<file path="src/rtl/core/utf8_thai_script_ratio_defines.svh">
// ----------------------------------------------------------------------------
// UTF-8 Thai script ratio - assertion macros
// Shared concurrent assertion forms used by the ratio block's back end.
// ----------------------------------------------------------------------------
`ifndef UTF8_THAI_SCRIPT_RATIO_DEFINES_SVH
`define UTF8_THAI_SCRIPT_RATIO_DEFINES_SVH

// Same-cycle implication, disabled while reset is asserted
`define U8TSR_ASSERT_SAME(lbl, clk, rst_n, ante, cons, msg) \
    lbl: assert property (@(posedge clk) disable iff (!rst_n) (ante) |-> (cons)) \
        else $error(msg);

// Next-cycle implication, disabled while reset is asserted
`define U8TSR_ASSERT_NEXT(lbl, clk, rst_n, ante, cons, msg) \
    lbl: assert property (@(posedge clk) disable iff (!rst_n) (ante) |=> (cons)) \
        else $error(msg);

`endif

</file>
<file path="src/rtl/core/u8tsr_pkg.sv">
// ----------------------------------------------------------------------------
// UTF-8 Thai script ratio - package
// Constants and shared types of the ratio block.
// ----------------------------------------------------------------------------
package u8tsr_pkg;

    // Configuration register indexes
    localparam logic REG_MAP_LOW  = 1'b0;
    localparam logic REG_MAP_HIGH = 1'b1;

    // Ignore map reset: whitespace, digits and ASCII punctuation
    localparam logic [63:0] MAP_LOW_RESET  = 64'hFFFF_FFFF_0000_3E00;
    localparam logic [63:0] MAP_HIGH_RESET = 64'h7800_0001_F800_0001;

    // Code point width and Thai block (U+0E00..U+0E7F is cp[20:7] == 0x1C)
    localparam int          CP_BITS    = 21;
    localparam logic [13:0] THAI_BLOCK = 14'h001C;

    // Result encoding
    localparam int          PCT_BITS   = 15;
    localparam int          OUT_CNT_W  = 16;
    localparam int          OUT_TDATA_W = 56;

    // Queue occupancy flags seen by the two sides
    typedef struct packed {
        logic full;
        logic empty;
    } t_fifo_flags;

endpackage

</file>
<file path="src/rtl/core/u8tsr_front.sv">
// ----------------------------------------------------------------------------
// UTF-8 Thai script ratio - front end
// Decodes bytes leniently, classifies characters, keeps the per-text counters
// and pushes one summary record into the queue at each end of text.
// ----------------------------------------------------------------------------
module u8tsr_front #(
    parameter int COUNT_WIDTH = 16
) (
    input  logic                         i_clk,
    input  logic                         i_rst_n,
    // byte stream
    input  logic                         i_valid,
    output logic                         o_ready,
    input  logic [7:0]                   i_byte,
    input  logic                         i_last,
    input  logic                         i_empty_text,
    // configuration writes
    input  logic                         i_cfg_we,
    input  logic                         i_cfg_index,
    input  logic [63:0]                  i_cfg_data,
    // queue side: {foreign, sat, thai, ignored, chars}
    input  u8tsr_pkg::t_fifo_flags       i_flags,
    output logic                         o_push,
    output logic [3*COUNT_WIDTH+1:0]     o_entry
);

    localparam logic [COUNT_WIDTH-1:0] CNT_MAX = '1;

    logic [63:0]                  r_map_lo, r_map_hi;
    logic [1:0]                   r_pend, n_pend;
    logic [u8tsr_pkg::CP_BITS-1:0] r_part, n_part;
    logic [COUNT_WIDTH-1:0]       r_char, n_char, r_ign, n_ign, r_thai, n_thai;
    logic                         r_foreign, n_foreign, r_sat, n_sat;

    logic                         accept, take, fin;
    logic [1:0]                   pe1;
    logic [u8tsr_pkg::CP_BITS-1:0] pa1, cls_cp;
    logic                         cls_en, is_ign, is_thai;

    assign o_ready = !i_flags.full;
    assign accept  = i_valid && o_ready;
    assign take    = accept && !i_empty_text;
    assign fin     = accept && (i_empty_text || i_last);

    // Configuration registers
    always_ff @(posedge i_clk) begin
        if (!i_rst_n) begin
            r_map_lo <= u8tsr_pkg::MAP_LOW_RESET;
            r_map_hi <= u8tsr_pkg::MAP_HIGH_RESET;
        end else if (i_cfg_we) begin
            unique case (i_cfg_index)
                u8tsr_pkg::REG_MAP_LOW:  r_map_lo <= i_cfg_data;
                u8tsr_pkg::REG_MAP_HIGH: r_map_hi <= i_cfg_data;
                default:                 r_map_lo <= r_map_lo;
            endcase
        end
    end

    // Decode: byte step first, then flush of a truncated sequence at end of text.
    // At most one character completes per transaction.
    always_comb begin
        pe1    = r_pend;
        pa1    = r_part;
        cls_en = 1'b0;
        cls_cp = u8tsr_pkg::CP_BITS'(i_byte);
        if (take) begin
            if (r_pend != 2'd0) begin
                pa1 = {r_part[u8tsr_pkg::CP_BITS-7:0], i_byte[5:0]};
                pe1 = r_pend - 2'd1;
                if (pe1 == 2'd0) begin
                    cls_en = 1'b1;
                    cls_cp = pa1;
                end
            end else begin
                priority if (!i_byte[7]) begin
                    cls_en = 1'b1;
                end else if (i_byte[7:5] == 3'b110) begin
                    pa1 = u8tsr_pkg::CP_BITS'(i_byte[4:0]);
                    pe1 = 2'd1;
                end else if (i_byte[7:4] == 4'b1110) begin
                    pa1 = u8tsr_pkg::CP_BITS'(i_byte[3:0]);
                    pe1 = 2'd2;
                end else if (i_byte[7:3] == 5'b11110) begin
                    pa1 = u8tsr_pkg::CP_BITS'(i_byte[2:0]);
                    pe1 = 2'd3;
                end else begin
                    // stray continuation or invalid lead: one-byte character
                    cls_en = 1'b1;
                end
            end
        end
        // missing continuation bits are zero
        if (fin && pe1 != 2'd0) begin
            cls_en = 1'b1;
            unique case (pe1)
                2'd1:    cls_cp = {pa1[u8tsr_pkg::CP_BITS-7:0], 6'd0};
                2'd2:    cls_cp = {pa1[u8tsr_pkg::CP_BITS-13:0], 12'd0};
                default: cls_cp = {pa1[u8tsr_pkg::CP_BITS-19:0], 18'd0};
            endcase
        end
    end

    // Classification
    always_comb begin
        is_ign  = (cls_cp[u8tsr_pkg::CP_BITS-1:7] == '0) &&
                  (cls_cp[6] ? r_map_hi[cls_cp[5:0]] : r_map_lo[cls_cp[5:0]]);
        is_thai = (cls_cp[u8tsr_pkg::CP_BITS-1:7] == u8tsr_pkg::THAI_BLOCK);
    end

    // Saturating counters
    always_comb begin
        n_char    = r_char;
        n_ign     = r_ign;
        n_thai    = r_thai;
        n_foreign = r_foreign;
        n_sat     = r_sat;
        if (cls_en) begin
            if (r_char != CNT_MAX) n_char = r_char + 1'b1;
            else                   n_sat  = 1'b1;
            priority if (is_ign) begin
                if (r_ign != CNT_MAX) n_ign = r_ign + 1'b1;
                else                  n_sat = 1'b1;
            end else if (is_thai) begin
                if (r_thai != CNT_MAX) n_thai = r_thai + 1'b1;
                else                   n_sat  = 1'b1;
            end else begin
                n_foreign = 1'b1;
            end
        end
        n_pend = pe1;
        n_part = pa1;
    end

    // Summary record for the back end
    assign o_push  = fin;
    assign o_entry = {n_foreign, n_sat, n_thai, n_ign, n_char};

    // Per-text state, cleared at end of text
    always_ff @(posedge i_clk) begin
        if (!i_rst_n || fin) begin
            r_pend    <= '0;
            r_part    <= '0;
            r_char    <= '0;
            r_ign     <= '0;
            r_thai    <= '0;
            r_foreign <= 1'b0;
            r_sat     <= 1'b0;
        end else begin
            r_pend    <= n_pend;
            r_part    <= n_part;
            r_char    <= n_char;
            r_ign     <= n_ign;
            r_thai    <= n_thai;
            r_foreign <= n_foreign;
            r_sat     <= n_sat;
        end
    end

endmodule

</file>
<file path="src/rtl/core/u8tsr_fifo.sv">
// ----------------------------------------------------------------------------
// UTF-8 Thai script ratio - summary queue
// Two-entry queue between the front end and the divider back end.
// ----------------------------------------------------------------------------
module u8tsr_fifo #(
    parameter int WIDTH = 50
) (
    input  logic                   i_clk,
    input  logic                   i_rst_n,
    input  logic                   i_push,
    input  logic [WIDTH-1:0]       i_data,
    input  logic                   i_pop,
    output logic [WIDTH-1:0]       o_data,
    output u8tsr_pkg::t_fifo_flags o_flags
);

    logic [WIDTH-1:0] r_mem [2];
    logic             r_wr, r_rd;
    logic [1:0]       r_cnt;

    assign o_flags.full  = (r_cnt == 2'd2);
    assign o_flags.empty = (r_cnt == 2'd0);
    assign o_data        = r_mem[r_rd];

    // Storage
    always_ff @(posedge i_clk) begin
        if (i_push) r_mem[r_wr] <= i_data;
    end

    // Pointers and occupancy
    always_ff @(posedge i_clk) begin
        if (!i_rst_n) begin
            r_wr  <= 1'b0;
            r_rd  <= 1'b0;
            r_cnt <= 2'd0;
        end else begin
            if (i_push) r_wr <= !r_wr;
            if (i_pop)  r_rd <= !r_rd;
            unique case ({i_push, i_pop})
                2'b10:   r_cnt <= r_cnt + 2'd1;
                2'b01:   r_cnt <= r_cnt - 2'd1;
                default: r_cnt <= r_cnt;
            endcase
        end
    end

endmodule

</file>
<file path="src/rtl/core/u8tsr_back.sv">
// ----------------------------------------------------------------------------
// UTF-8 Thai script ratio - back end
// Takes one summary record, clamps the counts, divides 25600*thai by counted,
// one quotient bit per cycle (skipped when counted is zero), and holds the result until it is taken.
// ----------------------------------------------------------------------------
`include "utf8_thai_script_ratio_defines.svh"

module u8tsr_back #(
    parameter int COUNT_WIDTH = 16
) (
    input  logic                          i_clk,
    input  logic                          i_rst_n,
    input  u8tsr_pkg::t_fifo_flags        i_flags,
    input  logic [3*COUNT_WIDTH+1:0]      i_entry,
    output logic                          o_pop,
    output logic                          o_valid,
    input  logic                          i_ready,
    output logic [u8tsr_pkg::OUT_TDATA_W-1:0] o_data
);

    localparam int DW = COUNT_WIDTH + u8tsr_pkg::PCT_BITS;
    localparam int MW = (COUNT_WIDTH > u8tsr_pkg::OUT_CNT_W) ? COUNT_WIDTH
                                                              : u8tsr_pkg::OUT_CNT_W;
    localparam logic [MW-1:0] OUT_MAX = MW'({u8tsr_pkg::OUT_CNT_W{1'b1}});
    localparam logic [3:0]    LAST_STEP = 4'(u8tsr_pkg::PCT_BITS - 1);

    typedef enum logic [5:0] {
        ST_IDLE = 6'b000001,
        ST_SUB  = 6'b000010,
        ST_CLMP = 6'b000100,
        ST_MUL  = 6'b001000,
        ST_DIV  = 6'b010000,
        ST_OUT  = 6'b100000
    } t_back_state;

    t_back_state                     r_state;
    logic [COUNT_WIDTH-1:0]          r_char, r_ign, r_thai, r_cnt;
    logic                            r_foreign, r_sat, r_ovf;
    logic [u8tsr_pkg::OUT_CNT_W-1:0] r_othai, r_ocnt;
    logic [DW-1:0]                   r_rem, r_dvs;
    logic [u8tsr_pkg::PCT_BITS-1:0]  r_quot;
    logic [3:0]                      r_step;
    logic                            ge;
    logic [COUNT_WIDTH-1:0]          thai_c;

    assign o_pop   = (r_state == ST_IDLE) && !i_flags.empty;
    assign o_valid = (r_state == ST_OUT);
    assign o_data  = {{(u8tsr_pkg::OUT_TDATA_W - 49){1'b0}}, r_ovf, r_ocnt, r_othai,
                      r_quot, !r_foreign};
    assign ge      = (r_rem >= r_dvs);
    // thai never exceeds counted
    assign thai_c  = (r_thai > r_cnt) ? r_cnt : r_thai;

    // Sequencer
    always_ff @(posedge i_clk) begin
        if (!i_rst_n) begin
            r_state <= ST_IDLE;
        end else begin
            unique case (r_state)
                ST_IDLE: if (!i_flags.empty) r_state <= ST_SUB;
                ST_SUB:  r_state <= ST_CLMP;
                ST_CLMP: r_state <= ST_MUL;
                ST_MUL:  r_state <= (r_cnt == '0) ? ST_OUT : ST_DIV;
                ST_DIV:  if (r_step == 4'd0) r_state <= ST_OUT;
                ST_OUT:  if (i_ready) r_state <= ST_IDLE;
                default: r_state <= ST_IDLE;
            endcase
        end
    end

    // Datapath
    always_ff @(posedge i_clk) begin
        unique case (r_state)
            ST_IDLE: begin
                r_char    <= i_entry[COUNT_WIDTH-1:0];
                r_ign     <= i_entry[2*COUNT_WIDTH-1:COUNT_WIDTH];
                r_thai    <= i_entry[3*COUNT_WIDTH-1:2*COUNT_WIDTH];
                r_sat     <= i_entry[3*COUNT_WIDTH];
                r_foreign <= i_entry[3*COUNT_WIDTH+1];
            end
            ST_SUB: begin
                // non-ignored characters
                r_cnt <= (r_char >= r_ign) ? (r_char - r_ign) : '0;
            end
            ST_CLMP: begin
                // thai never exceeds counted; outputs clamp to 16 bits
                r_thai  <= thai_c;
                r_othai <= (MW'(thai_c) > OUT_MAX) ? '1 : u8tsr_pkg::OUT_CNT_W'(thai_c);
                r_ocnt  <= (MW'(r_cnt) > OUT_MAX) ? '1 : u8tsr_pkg::OUT_CNT_W'(r_cnt);
                r_ovf   <= r_sat || (MW'(r_cnt) > OUT_MAX);
            end
            ST_MUL: begin
                // 25600 = 2^14 + 2^13 + 2^10
                r_rem  <= (DW'(r_thai) << 14) + (DW'(r_thai) << 13) + (DW'(r_thai) << 10);
                r_dvs  <= DW'(r_cnt) << LAST_STEP;
                r_step <= LAST_STEP;
                r_quot <= '0;
            end
            ST_DIV: begin
                if (ge) r_rem <= r_rem - r_dvs;
                r_quot <= {r_quot[u8tsr_pkg::PCT_BITS-2:0], ge};
                r_dvs  <= r_dvs >> 1;
                r_step <= r_step - 4'd1;
            end
            ST_OUT: begin
                r_quot <= r_quot;
            end
            default: begin
                r_quot <= r_quot;
            end
        endcase
    end

    `U8TSR_ASSERT_SAME(a_pop_idle, i_clk, i_rst_n, o_pop, (r_state == ST_IDLE) && !i_flags.empty, "queue popped outside idle")
    `U8TSR_ASSERT_SAME(a_pct_range, i_clk, i_rst_n, o_valid, r_quot <= 15'd25600, "percentage above 100")
    `U8TSR_ASSERT_SAME(a_zero_count, i_clk, i_rst_n, o_valid && (r_ocnt == '0), r_quot == '0, "nonzero percentage with no counted characters")
    `U8TSR_ASSERT_NEXT(a_sub_clmp, i_clk, i_rst_n, r_state == ST_SUB, r_state == ST_CLMP, "subtract not followed by clamp")

endmodule

</file>
<file path="src/rtl/core/utf8_thai_script_ratio.sv">
// ----------------------------------------------------------------------------
// UTF-8 Thai script ratio - top level
// Byte-stream UTF-8 decoder that reports the Thai share of each text.
// ----------------------------------------------------------------------------
// The block takes one byte per cycle on the slave stream; a text ends with
// tlast on its final byte, or with tuser (empty text) on a transaction that
// carries no byte. With the back end free, each ended text gives one result
// transaction once its final transaction is accepted: the summary is popped,
// the ignored count is subtracted and the counts clamped, 25600*thai is
// formed, and the shift-subtract divider yields one quotient bit per cycle.
// A text with no counted characters skips the divider. A two-entry summary
// queue sits between decoder and divider, so bytes keep flowing while a
// result is computed or waits to be taken; only when two ended texts are
// already queued does tready drop. Configuration writes are always accepted
// and take effect on the next transaction.
// ----------------------------------------------------------------------------
module utf8_thai_script_ratio #(
    parameter int COUNT_WIDTH = 16
) (
    input  logic        i_clk,
    input  logic        i_rst_n,
    // byte stream
    input  logic        s_axis_tvalid,
    output logic        s_axis_tready,
    input  logic [7:0]  s_axis_tdata,   // [7:0] byte_value
    input  logic        s_axis_tlast,   // last_byte
    input  logic        s_axis_tuser,   // empty_text
    // result stream
    output logic        m_axis_tvalid,
    input  logic        m_axis_tready,
    // [0] all_thai, [15:1] thai_percent, [31:16] thai_chars,
    // [47:32] counted_chars, [48] count_overflow, [55:49] zero
    output logic [55:0] m_axis_tdata,
    // configuration writes
    input  logic        i_cfg_valid,
    output logic        o_cfg_ready,
    input  logic        i_cfg_index,
    input  logic [63:0] i_cfg_data
);

    localparam int EW = 3 * COUNT_WIDTH + 2;

    u8tsr_pkg::t_fifo_flags flags;
    logic                   push, pop;
    logic [EW-1:0]          entry_in, entry_out;

    assign o_cfg_ready = 1'b1;

    u8tsr_front #(.COUNT_WIDTH(COUNT_WIDTH)) u_front (
        .i_clk        (i_clk),
        .i_rst_n      (i_rst_n),
        .i_valid      (s_axis_tvalid),
        .o_ready      (s_axis_tready),
        .i_byte       (s_axis_tdata),
        .i_last       (s_axis_tlast),
        .i_empty_text (s_axis_tuser),
        .i_cfg_we     (i_cfg_valid),
        .i_cfg_index  (i_cfg_index),
        .i_cfg_data   (i_cfg_data),
        .i_flags      (flags),
        .o_push       (push),
        .o_entry      (entry_in)
    );

    u8tsr_fifo #(.WIDTH(EW)) u_fifo (
        .i_clk   (i_clk),
        .i_rst_n (i_rst_n),
        .i_push  (push),
        .i_data  (entry_in),
        .i_pop   (pop),
        .o_data  (entry_out),
        .o_flags (flags)
    );

    u8tsr_back #(.COUNT_WIDTH(COUNT_WIDTH)) u_back (
        .i_clk   (i_clk),
        .i_rst_n (i_rst_n),
        .i_flags (flags),
        .i_entry (entry_out),
        .o_pop   (pop),
        .o_valid (m_axis_tvalid),
        .i_ready (m_axis_tready),
        .o_data  (m_axis_tdata)
    );

endmodule
</file>
<file path="config.mk">
export PLATFORM = sky130hd
export DESIGN_NAME = utf8_thai_script_ratio
export DESIGN_NICKNAME = d
export VERILOG_FILES = /design/src/rtl/core/u8tsr_pkg.sv /design/src/rtl/core/u8tsr_front.sv /design/src/rtl/core/u8tsr_fifo.sv /design/src/rtl/core/u8tsr_back.sv /design/src/rtl/core/utf8_thai_script_ratio.sv
export VERILOG_INCLUDE_DIRS = /design/src /design/src/rtl/core
export SDC_FILE = /design/constraint.sdc
export NUM_CORES = 1
export LEC_CHECK = 0
export ABC_AREA = 1
export BUFFER_PORTS_ARGS = -buffer_cell sky130_fd_sc_hd__buf_2
export CORE_UTILIZATION = 55
export CTS_CLUSTER_DIAMETER = 50
export CTS_CLUSTER_SIZE = 8
export DETAILED_ROUTE_END_ITERATION = 8
export PLACE_DENSITY_LB_ADDON = 0.15
export SYNTH_ARGS = -nofsm -noshare
export SYNTH_HDL_FRONTEND = slang
export SYNTH_SLANG_ARGS = --single-unit
</file>
<file path="constraint.sdc">
create_clock -name i_clk -period 5.6 [get_ports i_clk]
set_input_delay 0.84 -clock i_clk [delete_from_list [all_inputs] [get_ports i_clk]]
set_output_delay 0.84 -clock i_clk [all_outputs]
set_load 0.01 [all_outputs]
</file>
Word level (Yosys, flattened, before mapping)
Memory sizes are Yosys's and may differ from the RTL's. A register that Yosys moved wholly into a read port is not among the register bits.
Index checks and enable logic that the tools add are counted.
{ "word_totals": {"out_inout_bits": 59, "word_cells": 162, "memories": 1, "mem_bits_rw": 100, "ff_bits": 385, "input_bits": 80} }
{ "memory_table": {"columns": ["name", "depth", "word_bits", "rd", "rd_clocked_by_memory_dff", "wr", "line", "rtl"], "rows": [
  ["u_fifo.r_mem", 2, 50, 1, 1, 1, "u8tsr_fifo.sv:17", "logic [WIDTH-1:0] r_mem [2];"]
]} }
{ "classes": {"n_reduce_logical": 30, "addsub": 11, "bitwise_logic": 1, "eq_ne": 22, "muxes": 65, "magnitude_cmp": 6} }
{ "ops": {"columns": ["op", "n"], "rows": [
  ["$mux W16", 10],
  ["$pmux W31 S2", 2],
  ["$mux W15", 6],
  ["$mux W21", 4],
  ["$add A16 B1 Y16 const B", 3],
  ["$ne A16 B16 Y1 const B", 3],
  ["$pmux W21 S2", 1],
  ["$pmux W6 S6", 1],
  ["$gt A16 B16 Y1 const B", 2],
  ["$pmux W16 S2", 1],
  ["$add A30 B29 Y31", 1],
  ["$add A31 B26 Y31", 1],
  ["$ge A31 B31 Y1", 1],
  ["$mux W31", 1],
  ["$sub A31 B31 Y31", 1],
  ["$pmux W15 S2", 1],
  ["$mux W1", 24],
  ["$mux W6", 4],
  ["$ge A16 B16 Y1", 1],
  ["$gt A16 B16 Y1", 1],
  ["$logic_not A16 Y1", 1],
  ["$sub A16 B16 Y16", 1],
  ["$eq A14 B5 Y1 const B", 1],
  ["$logic_not A14 Y1", 1],
  ["30 further kinds", 62]
]} }

Logic depth before layout (Yosys ltp)
Gate-level depths: netlist of run 1.
{ "logic_depth": {"depth_word": 16, "ltp_mapped": 28, "mapped_depth_nobuf": 27} }

By module
Synthesis of run 1 repeated with hierarchy kept, for this count alone.
{ "hier_totals": {"cells_unflattened": 3229, "area_unflattened_um2": 26241.4} }
{ "modules_own_cells": {"columns": ["module", "seq_area_each_um2", "cells_per_inst", "area_per_inst_um2", "n_inst"], "rows": [
  ["u8tsr_back", 5495.3, 1449, 11928.9, 1],
  ["u8tsr_front", 3903.7, 1587, 10209.8, 1],
  ["u8tsr_fifo", 3103.0, 191, 4091.4, 1],
  ["utf8_thai_script_ratio", 0.0, 2, 11.3, 1]
]} }

Least setup slack after synthesis of run 1
Ideal clock, no wire load.
{ "synth_timing": {"path_kind": "reg-to-reg", "start": "register u_back.r_state[5]", "end": "register u_fifo.r_cnt[1]", "t_required_ns": 5.478, "setup_slack_ns": -0.062, "setup_ns": 0.122, "stages_incl_launch_ff": 12, "synth_period_minus_slack_ns": 5.662, "path_buffers": 0, "arrival_ns": 5.540, "cell_sequence": "dfxtp_1 > nor2_1 > inv_1 > nor4_1 > a311oi_1 > nand2_1 > inv_1 > ha_1 > a21oi_1 > o21ai_0 > o21ai_0 > a21oi_1"} }
{ "synth_between": {"elab_chain_cells": 4, "elab_cells_between_ends": 6, "classes_between": "eq/ne (3); mux (1); reduce/logical (2)"} }
{ "synth_rtl": {"columns": ["element", "line", "rtl"], "rows": [
  ["start, declared", "u8tsr_back.sv:36", "t_back_state r_state;"],
  ["start signal, assigned", "u8tsr_back.sv:63", "ST_MUL: r_state <= (r_cnt == '0) ? ST_OUT : ST_DIV;"],
  ["$eq A6 B1 Y1 *", "u8tsr_back.sv:46", "assign o_pop = (r_state == ST_IDLE) && !i_flags.empty;"],
  ["$logic_and A1 B1 Y1 *", "u8tsr_back.sv:46", null],
  ["via pop", "utf8_thai_script_ratio.sv:44", "logic push, pop;"],
  ["$eq A2 B1 Y1 or $eq A2 B2 Y1 (tied branches)", "u8tsr_fifo.sv:39", "unique case ({i_push, i_pop})"],
  ["$pmux W2 S2 or $reduce_bool A2 Y1 (tied branches)", null, null],
  ["end signal, assigned", "u8tsr_fifo.sv:40", "2'b10: r_cnt <= r_cnt + 2'd1;"],
  ["end signal, assigned", "u8tsr_fifo.sv:41", "2'b01: r_cnt <= r_cnt - 2'd1;"],
  ["end signal, assigned", "u8tsr_fifo.sv:42", "default: r_cnt <= r_cnt;"],
  ["end, declared", "u8tsr_fifo.sv:19", "logic [1:0] r_cnt;"]
]} }
Mark *: on every way through the listed nets, which the timed path passes. The rest lies on a longest branch.
A chain may end at the register's enable or synchronous reset.

Worst setup path after layout of run 1
{ "layout_timing": {"start": "input port s_axis_tdata[7]", "end": "memory u_fifo.r_mem[1][16] (data pin)"} }
{ "layout_between": {"elab_chain_cells": 16, "elab_cells_between_ends": 40, "classes_between": "eq/ne (5); mux (31); reduce/logical (4)"} }
{ "layout_rtl": {"columns": ["element", "line", "rtl"], "rows": [
  ["start, declared", "utf8_thai_script_ratio.sv:25", "input logic [7:0] s_axis_tdata,"],
  ["$eq A5 B5 Y1", "u8tsr_front.sv:83", "end else if (i_byte[7:3] == 5'b11110) begin"],
  ["$mux W2", "u8tsr_front.sv:83", null],
  ["$mux W2", "u8tsr_front.sv:80", "end else if (i_byte[7:4] == 4'b1110) begin"],
  ["$mux W2", "u8tsr_front.sv:77", "end else if (i_byte[7:5] == 3'b110) begin"],
  ["$mux W2 *", "u8tsr_front.sv:75", "priority if (!i_byte[7]) begin"],
  ["$mux W2 *", "u8tsr_front.sv:67", "if (r_pend != 2'd0) begin"],
  ["$mux W2 *", "u8tsr_front.sv:66", "if (take) begin"],
  ["via u_front.n_pend[0]", "u8tsr_front.sv:30", "logic [1:0] r_pend, n_pend;"],
  ["[... 2 more ...]", null, null],
  ["$mux W21", "u8tsr_front.sv:93", "if (fin && pe1 != 2'd0) begin"],
  ["$bmux W1 S6", "u8tsr_front.sv:106", "(cls_cp[6] ? r_map_hi[cls_cp[5:0]] : r_map_lo[cls_cp[5:0]]);"],
  ["$mux W1 (not written as such)", "u8tsr_front.sv:106", null],
  ["$mux W1", "u8tsr_front.sv:106", null],
  ["$logic_and A1 B1 Y1", "u8tsr_front.sv:105", "is_ign = (cls_cp[u8tsr_pkg::CP_BITS-1:7] == '0) &&"],
  ["$mux W16", "u8tsr_front.sv:120", "priority if (is_ign) begin"],
  ["$mux W16 *", "u8tsr_front.sv:117", "if (cls_en) begin"],
  ["via entry_in[16]", "utf8_thai_script_ratio.sv:45", "logic [EW-1:0] entry_in, entry_out;"],
  ["end, declared", "u8tsr_fifo.sv:17", null]
]} }
Mark *: on every way through the listed nets, which the timed path passes. The rest lies on a longest branch. The select of a mux whose other input is x is not followed.

==> impl_metrics.py, run 1 <==
metrics = {
    "outcome": {
        "status": "completed",
    },
    "synth": {
        "synth_cell_types": 54,
        "netlist_area_mm2": 0.0244,
        "synth_edf_count": 279,
        "avgSynthCellArea_um2": 8.36,
        "syn_inst": 2914,
        "ys_ff_latch": 485,
        "ys_seq_area_share_pct": 51.3,
        "dominantRegCellSynth": "edfxtp_1",
        "synth-async-reset-ratio_pct": 0,
        "synth_warnings": 0,
    },
    "cts": {
        "clk_pin_slew_worst_paths_ns": 0.05,
        "cts-root-buf": "clkbuf_16",
        "postCtsSetupBuffers": 0,
        "postCtsHoldBufs": 0,
        "cts-htree-levels": 3,
        "cts.path.max_buffers": 3,
        "numCtsBuffers": 73,
        "clk_latency_ns": 0.60,
        "cts_resized": 0,
        "cts_tree": "done",
        "cts.sinks": 485,
    },
    "timing": {
        "relSlewSlack_pct": 19.8,
        "hold_viol_final": 0,
        "finalCritPeriodShare_pct": 81.9,
        "finalClockSkew_ns": 0.0293,
        "period_needed_ns": 4.58,
        "max_slew.worst_pin.slew_ns": 1.20,
        "worst_slack_ns": 1.02,
        "slew_violations": 0,
        "rsz0062_at_grt": "false",
        "setup_viol": 0,
        "whs_ns": 0.412,
        "fin_setup_tns_ns": 0,
        "fmax_mhz": 218,
    },
    "routing": {
        "via_per_inst": 5.49,
        "drc_errors": 0,
        "wl_per_cell_um": 16.1,
        "routed_wl_um": 58900,
        "ant_nets": 0,
        "first_pass_iters": 5,
        "vias": 20008,
        "drt_iter0_drc": 1357,
    },
    "cells_and_area": {
        "drive_above_1_share_pct": 9.54,
        "area_growth_syn_to_layout_pct": 12.9,
        "finalNonFillerCells": 3647,
        "mostFrequentLayoutCells": "nand2_1, nor2_1, nand3_1",
        "final_common_cell": "nand2_1",
        "n_fill_cell": 3675,
        "final_nets": 3207,
    },
    "floorplanning": {
        "die_h_um": 212,
        "coreArea_mm2": 0.0434,
        "rows": 76,
        "dieArea_mm2": 0.0452,
        "die_x_um": 212,
        "initial_core_util_pct": 56.2,
        "ioPinCount": 139,
    },
    "critical_path": {
        "crit_type": "in2reg",
        "worstPathMaxFanout": 18,
        "slowest_stage": "inv_1",
        "arrival_ns": 4.92,
        "max_stage_delay_ns": 0.50,
        "end_kind": "flop",
        "worstPathRequired_ns": 5.94,
        "crit_path_start_kind": "input port",
    },
    "global_routing": {
        "globalRouteOverflowTotal": 0,
        "antenna_found_initial": 1,
        "grt_pass1_vias": 18910,
        "grtUsageTotal_pct": 26.4,
        "grt_pass1_wl_um": 95200,
        "grt_start_max_net_pins": 82,
    },
    "pwr": {
        "total_power_mw": 12.8,
        "peakVddDrop_uv": 302,
        "power_density_mw_per_mm2": 466,
        "p_leak_nw": 12.0,
    },
    "placed_design": {
        "hpwlAfterDp_um": 40300,
        "portBuffers": 130,
        "dp_cells": 3531,
        "dpl_worst_slack_ns": 0.520,
        "routabilityCongestion": 0.918,
    },
    "flow_run": {
        "max_cap_violations": 0,
    },
    "worst_hold_path": {
        "min_path_type": "reg2reg",
    },
}
## layout make-up
cell class | count | area [µm²] | share of cell area (%)
flip-flops and latches | 485 | 12500 | 45.4
diodes | 1 | 2.50 | 0.00909
multi-input cells | 2023 | 10300 | 37.4
repair buffers | 151 | 811 | 2.95
well taps | 585 | 732 | 2.66
inverters | 287 | 1080 | 3.92
clock inverters | 13 | 136 | 0.496
clock buffers | 102 | 1970 | 7.15
## per-stage QoR
| stage | area [µm²] | util, % |
|---|---|---|
| 3_3_place_gp | 25400 | 58.6 |
| 3_5_place_dp | 25400 | 58.6 |
| 6_report | 27500 | 63.5 |
| 4_1_cts | 27500 | 63.5 |
| 5_1_grt | 27500 | 63.5 |
| 2_1_floorplan | 24400 | - |
## layer usage
layer  track usage [%]  vias up  part of all wire, %
li1                  -     9917                    -
met2              42.8      634                   46
met1              36.1     9358                   45
met5                 0        -                    0
met4              8.34        0                  2.2
met3              4.28       99                  6.1
## sequential cells by signal, summed over array words and instances (netlist names), 4 cells and up, named ones only
name	count
u_fifo.r_mem	100
u_front.r_map_hi	64
u_front.r_map_lo	64
u_back.r_rem	31
u_back.r_dvs	30
u_back.r_char	16
u_back.r_cnt	16
u_back.r_ign	16
u_back.r_ocnt	16
u_back.r_othai	16
u_back.r_thai	16
u_front.r_char	16
u_front.r_ign	16
u_front.r_thai	16
u_back.r_quot	15
u_front.r_part	15
u_back.r_state	6
u_back.r_step	4
## kinds of logic after synthesis
kind of cell	Yosys count	synth area share, %
other	2	0.0308
AO/OA/AOI/OAI	396	8.73
XOR/XNOR	51	1.83
buffers and inverters	412	6.79
adder cells (fa/ha/maj)	106	5.90
flip-flops	485	51.3
multiplexers	1	0.0411
AND/OR/NAND/NOR	1461	25.4
## worst paths after layout
check	startpoint	endpoint	slack [ns]	cells past startpoint
worst max register to register	u_front.r_pend[1]$_SDFF_PP0_	u_fifo.r_mem[1][16]$_DFFE_PP_	1.03	24
worst min-delay path	u_back.r_sat$_DFFE_PP_	u_back.r_ovf$_DFFE_PP_	0.41	0
worst max-delay path	s_axis_tdata[7]	u_fifo.r_mem[1][16]$_DFFE_PP_	1.02	25
worst min register to register	u_back.r_sat$_DFFE_PP_	u_back.r_ovf$_DFFE_PP_	0.41	0
## where the power goes
group | internal, mW | switching (mW) | leakage (nW) | total, mW
combinational | 1.45 | 2.53 | 6.73 | 3.98
clock | 2.47 | 1.55 | 1.02 | 4.02
sequential | 4.51 | 0.312 | 4.25 | 4.82
## cell usage after synthesis, drive strengths merged (2+ instances only)
master  number  area [µm²]
edfxtp     279        8380
and2         2        12.5
a21oi      140         716
ha          91        1140
nor3        39         195
fa          15         300
o31ai        6        45.0
conb         2        7.51
o221ai       3        26.3
o21a         8        60.1
nand3b       4        30.0
dfxtp      206        4120
nand4       32         215
buf         44         272
a21boi       4        30.0
a211oi       4        30.0
o21ai      200        1000
nor2       341        1310
or2         12        75.1
o211ai       4        30.0
nor4        18         119
a21o         3        22.5
nand3      288        1480
xor2        33         289
a31oi       18         113
nand2      724        2740
xnor2       18         158
clkbuf      81         304
inv        286        1070
## critical path, delay by kind of cell
family,cells,cell delay (ns)
compound gates,1,0.16
simple gates,16,2.57
buf+inv,7,1.17
fa+ha+maj,1,0.16
(Power assumes the default switching activity.)
==> run 2, diff against run 1 <==
--- a/config.mk
+++ b/config.mk
@@ -6,7 +6,7 @@
 export SDC_FILE = /design/constraint.sdc
 export NUM_CORES = 1
 export LEC_CHECK = 0
-export ABC_AREA = 1
+export ABC_AREA = 0
 export BUFFER_PORTS_ARGS = -buffer_cell sky130_fd_sc_hd__buf_2
 export CORE_UTILIZATION = 55
 export CTS_CLUSTER_DIAMETER = 50
==> constraint.sdc (replaced) <==
create_clock -name i_clk -period 4.8 [get_ports i_clk]
set_input_delay 0.72 -clock i_clk [delete_from_list [all_inputs] [get_ports i_clk]]
set_output_delay 0.72 -clock i_clk [all_outputs]
set_load 0.01 [all_outputs]
==> run 2 against run 1 <==
  * Power grew 26%
  * Register-to-register slack lost 0.77 ns
  * Non-clock buffer count rose by 20
  * Clock skew is 0.0041 ns lower
  * Critical path depth decreased by 8
==> impl_metrics.py, run 2 <==
metrics = {
    "outcome": {
        "status": "completed",
    },
    "synth": {
        "synthXorXnorAreaFrac_pct": 2.80,
        "synth_warnings": 0,
        "synth_area_leader_cell": "edfxtp_1",
        "muxShareOfSynthArea_pct": 6.54,
        "yosysTopAreaCellShare_pct": 35.3,
        "syn_inst": 2300,
        "synth-async-reset-ratio_pct": 0,
        "ys_seq_area_share_pct": 52.6,
        "avgSynthCellArea_um2": 10.3,
        "netlist_area_mm2": 0.0238,
        "synth_edf_count": 279,
        "synth-simple-area-share_pct": 17.1,
        "synth_compound_area_share_pct": 11.0,
        "synth_fa_ha_area_share_pct": 6.06,
        "synth.most_common_cell": "nand2_1",
        "synth.area.top_cells": "edfxtp_1, dfxtp_1, nand2_1",
        "synth_top_cells_by_count": "nand2_1, edfxtp_1, dfxtp_1, a21oi_1, nor2_1",
        "synth_cell_types": 87,
        "dominantRegCellSynth": "edfxtp_1",
        "synth_top_family_by_area": "simple AND/OR/NAND/NOR gates",
        "ys_ff_latch": 485,
    },
    "critical_path": {
        "cp_cell_sequence": "nor2b_4 -> or3_1 -> nor2_1 -> o21ai_0 -> a21boi_0 -> ha_1 -> inv_1 -> nand4_1 -> buf_4 -> a221oi_1 -> a21oi_1 -> o2111a_1 -> o311ai_1 -> nor4_4 -> nand3_2 -> buf_4 -> mux2_2",
        "slowest_stage": "o311ai_1",
        "worstPathRequired_ns": 5.12,
        "crit_path_start_kind": "flop",
        "rrSetupSlack_ns": 0.26,
        "cp_num_buf_inv": 3,
        "worstPathMaxFanout": 12,
        "crit_family": "compound AO/OA/AOI/OAI gates",
        "max_stage_delay_ns": 0.58,
        "end_kind": "flop",
        "arrival_ns": 4.87,
        "crit_type": "reg2reg",
        "cp_common_cell": "buf_4",
    },
    "cells_and_area": {
        "area_growth_syn_to_layout_pct": 14.8,
        "mostFrequentLayoutCells": "nand2_1, edfxtp_1, dfxtp_1",
        "seqCellArea_mm2": 0.0125,
        "multi_input_area_mm2": 0.0104,
        "final_nets": 2632,
        "largest-register": "u_fifo.r_mem",
        "n_fill_cell": 3380,
        "largest_reg_flops": 100,
        "drive_above_1_share_pct": 15.3,
        "final_common_cell": "nand2_1",
        "reg.largest.list": "u_fifo.r_mem x100, u_front.r_map_hi x64, u_front.r_map_lo x64",
        "stdcell_area_mm2": 0.0273,
    },
    "global_routing": {
        "grtUsageTotal_pct": 25.8,
        "grt_pass1_wl_um": 89900,
        "globalRouteOverflowTotal": 0,
        "grt_start_max_net_pins": 88,
        "grt_pass1_vias": 16960,
        "antenna_found_initial": 5,
    },
    "routing": {
        "wl_per_cell_um": 18.3,
        "routed_wl_um": 56300,
        "first_pass_iters": 6,
        "via_per_inst": 5.73,
        "drc_errors": 0,
        "vias": 17638,
        "ant_nets": 0,
        "drt_iter0_drc": 1267,
    },
    "cts": {
        "cts.path.max_buffers": 3,
        "cts-htree-levels": 3,
        "postCtsSetupBuffers": 0,
        "clk_pin_slew_worst_paths_ns": 0.05,
        "postCtsHoldBufs": 0,
        "cts_tree": "done",
        "cts_resized": 0,
        "cts-root-buf": "clkbuf_16",
        "cts.sinks": 485,
        "clk_latency_ns": 0.59,
        "numCtsBuffers": 74,
    },
    "timing": {
        "period_needed_ns": 4.54,
        "setup_viol": 0,
        "finalCritPeriodShare_pct": 94.7,
        "fmax_mhz": 220,
        "slew_violations": 0,
        "rsz0062_at_grt": "false",
        "hold_viol_final": 0,
        "fin_setup_tns_ns": 0,
        "finalClockSkew_ns": 0.0252,
        "max_slew.worst_pin.slew_ns": 1.06,
        "relSlewSlack_pct": 29.1,
    },
    "flow_run": {
        "max_cap_violations": 0,
    },
    "floorplanning": {
        "ioPinCount": 139,
        "dieArea_mm2": 0.0440,
        "rows": 75,
        "initial_core_util_pct": 56.1,
        "die_h_um": 210,
        "die_x_um": 210,
        "coreArea_mm2": 0.0423,
    },
    "worst_hold_path": {
        "min_path_type": "in2reg",
    },
    "placed_design": {
        "portBuffers": 130,
        "routabilityCongestion": 0.903,
        "hpwlAfterDp_um": 38900,
        "dpl-instance-area_mm2": 0.0251,
    },
    "pwr": {
        "peakVddDrop_uv": 409,
        "p_leak_nw": 10.9,
        "power_density_mw_per_mm2": 593,
    },
}
==> run 2: cell types whose count changed after synthesis, moves of 20 or more <==
cell      before  now
inv_1        278  111
a21o_1         3   28
nand3_1      283   82
o21ai_0      195   75
mux2_2         0   67
nand2b_1       0   31
nand2_1      719  383
nor2b_1        0   20
a21oi_1      136  159
nor2_1       335  152
mux2i_1        1   44
and3_1         0   24
and2_1         2   50
xnor2_1       18   38
==> run 2: area by class of cell <==
type                    instances  area share, %
repair buffers                171           3.56
clock inverters                 8          0.362
well taps                     577           2.65
flip-flops and latches        485           45.9
diodes                          5         0.0459
clock buffers                 120           7.73
inverters                     115           1.58
multi-input cells            1599           38.2
==> run 2: worst paths after layout <==
check,end,from,cells past startpoint
worst min register to register,u_back.r_ovf$_DFFE_PP_,u_back.r_sat$_DFFE_PP_,0
worst min-delay path,u_front.r_map_lo[38]$_SDFFE_PN1P_,i_cfg_data[38],3
worst max-delay path,u_fifo.r_mem[1][17]$_DFFE_PP_,u_fifo.r_cnt[0]$_SDFFE_PN0P_,17
worst max register to register,u_fifo.r_mem[1][17]$_DFFE_PP_,u_fifo.r_cnt[0]$_SDFFE_PN0P_,17
==> run 2: worst reg2reg max path: cells and delay by family, from the launching register on <==
family                   cells  cell delay [ns]
AND/OR/NAND/NOR              6             1.26
buffers and inverters        3             0.60
AO/OA/AOI/OAI                6             1.38
adder cells (fa/ha/maj)      1             0.23
flip-flops                   1             0.46
multiplexers                 1             0.35
==> run 2: logic make-up (layout without fill, tap and decap cells) <==
| kind of cell | after synthesis | in the layout |
|---|---|---|
| XOR/XNOR | 76 | 76 |
| other | 2 | 13 |
| AND/OR/NAND/NOR | 868 | 868 |
| buffers and inverters | 222 | 414 |
| multiplexers | 127 | 127 |
| flip-flops | 485 | 485 |
| AO/OA/AOI/OAI | 414 | 414 |
| adder cells (fa/ha/maj) | 106 | 106 |
==> run 2: layer usage <==
| metal | GRT usage, % | share of wire [%] | vias up |
|---|---|---|---|
| met5 | 0 | 0 | - |
| met2 | 42.3 | 48 | 496 |
| met4 | 9.41 | 2.5 | 0 |
| met3 | 3.73 | 5.1 | 86 |
| met1 | 34.8 | 45 | 8567 |
| li1 | - | - | 8489 |
==> run 2: per-stage QoR <==
step / hold WS, ns / setup WS, ns / utilization (%) / total power, mW / std cells
floorplan: 0.400 / 0.238 / - / 10.0 / 2306
global placement: 0.413 / 0.0542 / 59.2 / 11.2 / 2947
finish: 0.360 / 0.257 / 64.4 / 16.2 / 3080
detailed placement: 0.422 / 0.0301 / 59.2 / 11.4 / 2947
global route: 0.364 / 0.0568 / 64.4 / 17.2 / 3080
CTS: 0.334 / 0.339 / 64.4 / 16.3 / 3075
==> run 2: report_power, final <==
part / internal, mW / leakage (nW) / switching (mW) / total (mW)
clock network: 2.99 / 1.05 / 1.82 / 4.81
registers: 5.36 / 4.36 / 0.448 / 5.81
logic: 2.40 / 5.47 / 3.15 / 5.56
total: 10.8 / 10.9 / 5.42 / 16.2
==> run 3, diff against run 2 <==
--- a/config.mk
+++ b/config.mk
@@ -13,6 +13,7 @@
 export CTS_CLUSTER_SIZE = 8
 export DETAILED_ROUTE_END_ITERATION = 8
 export PLACE_DENSITY_LB_ADDON = 0.15
+export RECOVER_POWER = 25
 export SYNTH_ARGS = -nofsm -noshare
 export SYNTH_HDL_FRONTEND = slang
 export SYNTH_SLANG_ARGS = --single-unit
==> run 3 against run 2 <==
  * The flow now finishes with violations (capacitance limit, slew limit)
  * Clock power about the same
  * Sequential power about the same
  * Clock-buffer cell count unchanged
  * Via count shrank 0.17%
  * Largest power group unchanged
==> impl_metrics.py, run 3 (synthesized netlist as in run 2, its figures left out) <==
metrics = {
    "outcome": {
        "status": "finished with violations",
        "violations": "capacitance limit, slew limit",
    },
    "timing": {
        "relSlewSlack_pct": -112,
        "slew_violations": 191,
        "worst_slack_ns": 0.275,
        "fmax_mhz": 221,
        "max_slew.worst_pin.slew_ns": 3.18,
        "fin_setup_tns_ns": 0,
        "setup_viol": 0,
        "rsz0062_at_grt": "false",
        "finalCritPeriodShare_pct": 94.3,
        "period_needed_ns": 4.53,
        "finalClockSkew_ns": 0.0272,
        "hold_viol_final": 0,
    },
    "worst_hold_path": {
        "min_path_type": "in2reg",
        "worstHoldPathCells": 3,
    },
    "floorplanning": {
        "die_h_um": 210,
        "initial_core_util_pct": 56.1,
        "die_x_um": 210,
        "rows": 75,
        "dieArea_mm2": 0.0440,
        "ioPinCount": 139,
        "coreArea_mm2": 0.0423,
    },
    "cells_and_area": {
        "area_growth_syn_to_layout_pct": 14.5,
        "final_common_cell": "nand2_1",
        "largest_reg_flops": 100,
        "largest-register": "u_fifo.r_mem",
        "reg.largest.list": "u_fifo.r_mem x100, u_front.r_map_hi x64, u_front.r_map_lo x64",
        "final_util_pct": 64.3,
        "finalNonFillerCells": 3080,
        "mostFrequentLayoutCells": "nand2_1, edfxtp_1, dfxtp_1",
        "final_nets": 2632,
        "drive_above_1_share_pct": 14.1,
    },
    "cts": {
        "postCtsHoldBufs": 0,
        "clk_pin_slew_worst_paths_ns": 0.05,
        "postCtsSetupBuffers": 0,
        "numCtsBuffers": 74,
        "cts-htree-levels": 3,
        "cts.path.max_buffers": 3,
        "cts_tree": "done",
        "clk_latency_ns": 0.59,
        "cts.sinks": 485,
        "cts-root-buf": "clkbuf_16",
        "cts_resized": 0,
    },
    "critical_path": {
        "crit_type": "reg2reg",
        "arrival_ns": 4.85,
        "crit_end": "u_fifo.r_mem[1][17]$_DFFE_PP_",
        "r2r_end": "u_fifo.r_mem[1][17]$_DFFE_PP_",
        "r2r_cells": 17,
        "end_kind": "flop",
        "crit_path_start_kind": "flop",
        "worstPathMaxFanout": 12,
        "reg2reg_from": "u_fifo.r_cnt[0]$_SDFFE_PN0P_",
        "startpoint": "u_fifo.r_cnt[0]$_SDFFE_PN0P_",
        "worstPathRequired_ns": 5.12,
        "rrSetupSlack_ns": 0.27,
    },
    "global_routing": {
        "antenna_found_initial": 5,
        "grt_pass1_vias": 16960,
        "globalRouteOverflowTotal": 0,
        "grt_pass1_wl_um": 89900,
        "grt_start_max_net_pins": 88,
        "grtUsageTotal_pct": 25.8,
    },
    "routing": {
        "drt_iter0_drc": 1161,
        "ant_nets": 0,
        "first_pass_iters": 8,
        "via_per_inst": 5.72,
        "vias": 17608,
        "drc_errors": 0,
        "wl_per_cell_um": 18.3,
        "routed_wl_um": 56300,
    },
    "flow_run": {
        "max_cap_violations": 4,
    },
    "pwr": {
        "power_density_mw_per_mm2": 594,
        "p_leak_nw": 10.8,
        "peakVddDrop_uv": 408,
        "total_power_mw": 16.2,
    },
    "placed_design": {
        "dp_cells": 2947,
        "portBuffers": 130,
        "hpwlAfterDp_um": 38900,
        "routabilityCongestion": 0.903,
        "dpl_worst_slack_ns": 0.0301,
    },
}
-- run 3: area by class of cell --
| type | instances | area, µm² |
|---|---|---|
| antenna | 5 | 12.5 |
| clock buffer | 120 | 2110 |
| clock inverter | 8 | 98.8 |
| fill | 3395 | 15100 |
| inverter | 115 | 432 |
| multi-input combinational | 1599 | 10400 |
| sequential | 485 | 12500 |
| tap | 577 | 722 |
| timing repair buffer | 171 | 936 |
-- run 3: metal layers --
metal,global-route usage [%],part of all wire (%),up-vias
li1,-,-,8492
met1,34.8,44,8522
met2,42.3,48,494
met3,3.73,5.4,100
met4,9.41,2.7,0
met5,0,0,-
-- run 3: worst min path at each step --
stage | from | end | slack (ns)
after floorplan | u_back.r_sat$_DFFE_PP_ | u_back.r_ovf$_DFFE_PP_ | 0.40
after global placement | u_back.r_sat$_DFFE_PP_ | u_back.r_ovf$_DFFE_PP_ | 0.41
after detailed placement | u_back.r_sat$_DFFE_PP_ | u_back.r_ovf$_DFFE_PP_ | 0.42
after CTS | i_cfg_data[38] | u_front.r_map_lo[38]$_SDFFE_PN1P_ | 0.33
after global routing | i_cfg_data[57] | u_front.r_map_lo[57]$_SDFFE_PN1P_ | 0.36
final | i_cfg_data[38] | u_front.r_map_lo[38]$_SDFFE_PN1P_ | 0.36
-- run 3: worst max-delay path, stage by stage, from the launching register on --
cell and delay, ns:
dfxtp_1 0.46, nor2b_4 0.10, or3_1 0.34, nor2_1 0.16
o21ai_0 0.12, a21boi_0 0.16, ha_1 0.23, inv_1 0.13
nand4_1 0.31, buf_4 0.28, a221oi_1 0.24, a21oi_1 0.07
o2111a_1 0.24, o311ai_1 0.55, nor4_4 0.09, nand3_2 0.25
buf_4 0.18, mux2_2 0.35
-- run 3: power by group --
| group | switching (mW) | leakage [nW] | internal, mW | total (mW) |
|---|---|---|---|---|
| registers | 0.449 | 4.36 | 5.36 | 5.81 |
| logic | 3.15 | 5.40 | 2.41 | 5.56 |
| clock network | 1.82 | 1.05 | 2.99 | 4.81 |
-- run 3: metrics by stage --
step	area, µm²	hold slack (ns)
3_5_place_dp	25100	0.422
6_report	27200	0.360
4_1_cts	27300	0.334
5_1_grt	27200	0.364
2_1_floorplan	23800	0.400
3_3_place_gp	25100	0.413
